===== config.mk =====
export PLATFORM = sky130hd
export DESIGN_NAME = lc3_ram
export DESIGN_NICKNAME = d
export VERILOG_FILES = /design/src/hw/rtl/lc3_ram.sv
export SDC_FILE = /design/constraint.sdc
export NUM_CORES = 2
export LEC_CHECK = 0
export BUFFER_PORTS_ARGS = -buffer_cell sky130_fd_sc_hd__buf_2
export CORE_UTILIZATION = 55
export DETAILED_ROUTE_END_ITERATION = 10
export PLACE_DENSITY_LB_ADDON = 0.25
export SLEW_MARGIN = 10
export SYNTH_ARGS = -nofsm -noshare
export SYNTH_HDL_FRONTEND = slang
export SYNTH_SLANG_ARGS = --single-unit

===== constraint.sdc =====
create_clock -name clk_i -period 5.03 [get_ports clk_i]
set_clock_uncertainty 0.15 [all_clocks]
set_input_delay 0.7545 -clock clk_i [delete_from_list [all_inputs] [get_ports clk_i]]
set_output_delay 0.7545 -clock clk_i [all_outputs]
set_load 0.005 [all_outputs]

===== src/hw/rtl/lc3_ram.sv =====
// Generic single-port RAM with registered read data.
// No dependencies.
module lc3_ram #(
  parameter int Width = 16,
  parameter int Depth = 256
) (
  input  logic                     clk_i,
  input  logic                     we_i,
  input  logic [$clog2(Depth)-1:0] addr_i,
  input  logic [Width-1:0]         wdata_i,
  output logic [Width-1:0]         rdata_o
);

  logic [Width-1:0] mem_q [Depth];

  always_ff @(posedge clk_i) begin
    if (we_i) mem_q[addr_i] <= wdata_i;
    rdata_o <= mem_q[addr_i];
  end

endmodule


==> results.cfg <==
[timing]
worst_slew_pin_slew_ps = 1490
finalSetupViolations = 0
hold_viol_final = 0
final_min_period_over_clock_period_pct = 86.2
grt_setup_unrepaired = false
max_clock_freq_mhz = 231
setup_tns_ps = 0
layout_min_cycle_time_ps = 4340
pins_over_their_slew_limit = 1
max-slew-margin-rel_pct = -0.435

[clock_network]
cts-htree-levels = 5
post-cts-setup-buffers = 0
cts_hold_repair.buffers = 1
cts.sinks = 4112
post_cts_resized = 0
cts_tree = yes
clockBufferDepth = 4
worstSkewPairLatency_ps = 970
clkTransAtPathRegs_ps = 60
cts-buffers-inserted = 403
cts-root-buf = sky130_fd_sc_hd__clkbuf_16

[place]
dpl.cell_count = 10662
placedInstanceArea_um2 = 164000
port_buffers = 41
hpwlAfterDp_mm = 230
gp_routability_congestion = 0.838

[global_routing]
grt.total_usage_pct = 27.9
grt_pass1_wl_mm = 563
largest_net_degree_at_the_start_of_global_routing = 177
number_of_global_route_vias_before_repair = 75934
antenna_found_initial = 21
overflow = 0

[yosys]
post_synthesis_net_count = 6753
part_of_the_yosys_area_used_for_sequential_elements_pct = 79.4
synth.distinct_cells = 22
post-synth-top-area-cell = sky130_fd_sc_hd__edfxtp_1
netlist_area_um2 = 155000
synth_largest_type_area_fraction_pct = 79.1
ys_warn_count = 0
synth-seq-cells = 4112
synth_area_leaders = sky130_fd_sc_hd__edfxtp_1 (79%), sky130_fd_sc_hd__mux4_2 (15%), sky130_fd_sc_hd__a22oi_1 (2.5%)
syn_area_per_cell_um2 = 23.1
post_synth_inst_count = 6727

[critical_path]
critPathLaunchType = input port
worstPathRequired_ps = 5600
cp_slowest_cell = sky130_fd_sc_hd__o41ai_1
worst_ep_arrival_time_ps = 4910
regToRegSetupSlack_ps = 1420
cp-end-kind = register
timing.critical_path.mode_cell = sky130_fd_sc_hd__buf_4
worst_path_largest_cell_delay_ps = 1160
worst_setup_path_startpoint = addr_i[0]
reg2reg_to = rdata_o[0]
cp_delay_by_family_top = compound AO/OA/AOI/OAI gates
crit_type = in -> reg
path_depth = 9
reg2regPathDepth = 6
timing.critical_path.cells = buf_12 -> buf_4 -> buf_4 -> mux4_2 -> a22oi_1 -> a21oi_1 -> o41ai_1 -> buf_4 -> nand4_1
critical_path.max_fanout = 53
worst_r2r_startpoint = mem_q[47][0]
crit_buf_inv = 4

[floorplan]
die-width_um = 534
die_height_um = 534
floorplan.die_area_um2 = 285000
initial_utilization_pct = 55.5
floorplan.core_area_um2 = 280000
boundaryPins = 42
core.rowCount = 194

[detailed_routing]
via_per_inst = 6.66
finalWirelength_mm = 395
vias_after_detailed_routing = 76009
drtIter0Drc = 10312
route.antenna.remaining_nets = 0
detail_route.drc_violations = 0
drt_pre_antenna_iters = 6
routedWlPerCell_um = 34.6

[hold_path]
worstHoldEndpoint = mem_q[78][13]
hp-start = wdata_i[13]
hp-class = in -> reg
worst_hold_path.num_cells = 1

[power_and_ir_drop]
leakage_nw = 55.0
ir_worst_vdd_v = 0.000396
power_per_cell_area_nw_per_um2 = 398
total_power_mw = 70.5

[layout]
final_layout_size_suffix_gt1_share_pct = 29.8
area_growth_pct = 14.0
final_cell_count_no_fill = 11413
num-nets-final = 7370
most_common_cell_after_layout_fill_and_taps_aside = sky130_fd_sc_hd__edfxtp_1
post-route-cell-area_um2 = 177000
layout_common_cells = sky130_fd_sc_hd__edfxtp_1 (4096), sky130_fd_sc_hd__mux4_2 (1024), sky130_fd_sc_hd__buf_4 (521)

[flow_run]
maxCapViolations = 1

[outcome]
violations = max-capacitance violations, max-slew violations
run_status = finished with violations
synthesized netlist by cell type, drive strengths merged:
| cell | number |
|---|---|
| or3 | 1 |
| nand2 | 28 |
| clkbuf | 249 |
| inv | 1 |
| a21oi | 256 |
| a22oi | 512 |
| nand4 | 16 |
| nor3 | 30 |
| dfxtp | 16 |
| mux4 | 1024 |
| or2 | 2 |
| nand3 | 13 |
| edfxtp | 4096 |
| o41ai | 64 |
| and2 | 3 |
| buf | 171 |
| nand2b | 6 |
| nor2 | 232 |
| nor2b | 7 |
layout make-up:
type	instances	area, um2
flip-flops and latches	4112	123000
fillers	18380	103000
multi-input cells	2194	30700
clock buffers	488	10500
repair buffers	632	5680
well taps	3724	4660
clock inverters	241	2290
diodes	21	52.6
inverters	1	3.75
where the power goes:
part	total, mW	leakage [nW]	internal [mW]	switching, mW
logic	3.28	11.8	1.15	2.13
registers	37.9	36.9	37.8	0.0812
clock network	29.4	6.24	16.7	12.7
total	70.5	55.0	55.6	14.9
per-stage QoR:
| step | util [%] | hold WS [ps] | worst slack (ps) |
|---|---|---|---|
| CTS | 63.2 | 129 | 769 |
| floorplan | - | 669 | 1430 |
| detailed placement | 58.7 | 806 | -237 |
| global placement | 58.6 | 820 | -288 |
| finish | 63.3 | 145 | 693 |
| global route | 63.2 | 152 | 774 |
sequential cells by signal (all words and copies together) (netlist names):
signal and cells:
mem_q 4096, rdata_o 16
cell families (layout without fill, tap and decap cells):
| kind of cell | Yosys count | in the layout | share of synthesized area [%] |
|---|---|---|---|
| buf+inv | 421 | 1362 | 1.24 |
| simple gates | 338 | 338 | 0.907 |
| other cells | 0 | 21 | 0 |
| flops | 4112 | 4112 | 79.4 |
| mux | 1024 | 1024 | 14.8 |
| compound gates | 832 | 832 | 3.66 |
worst reg2reg max path, stage by stage (launching register included):
cell and delay (ps):
sky130_fd_sc_hd__edfxtp_1 370, sky130_fd_sc_hd__mux4_2 480, sky130_fd_sc_hd__a22oi_1 320, sky130_fd_sc_hd__a21oi_1 230
sky130_fd_sc_hd__o41ai_1 1280, sky130_fd_sc_hd__buf_4 320, sky130_fd_sc_hd__nand4_1 250
layer usage:
layer | GRT usage [%] | vias up | wire [um] | part of all wire [%]
met5 | 0 | - | 110 | 0.028
met4 | 10.6 | 16 | 16200 | 4.1
met3 | 5.70 | 675 | 41800 | 11
met2 | 44.1 | 4427 | 191000 | 48
met1 | 39.0 | 40613 | 146000 | 37
li1 | - | 30278 | - | -
worst max-delay path by stage:
stage                               end  slack (ps)
after global placement       rdata_o[0]        -290
after detailed placement     rdata_o[0]        -240
after CTS                    rdata_o[0]         770
final                        rdata_o[0]         690
after global routing         rdata_o[0]         770
after floorplan           mem_q[145][0]        1430
(Power assumes the default switching activity.)
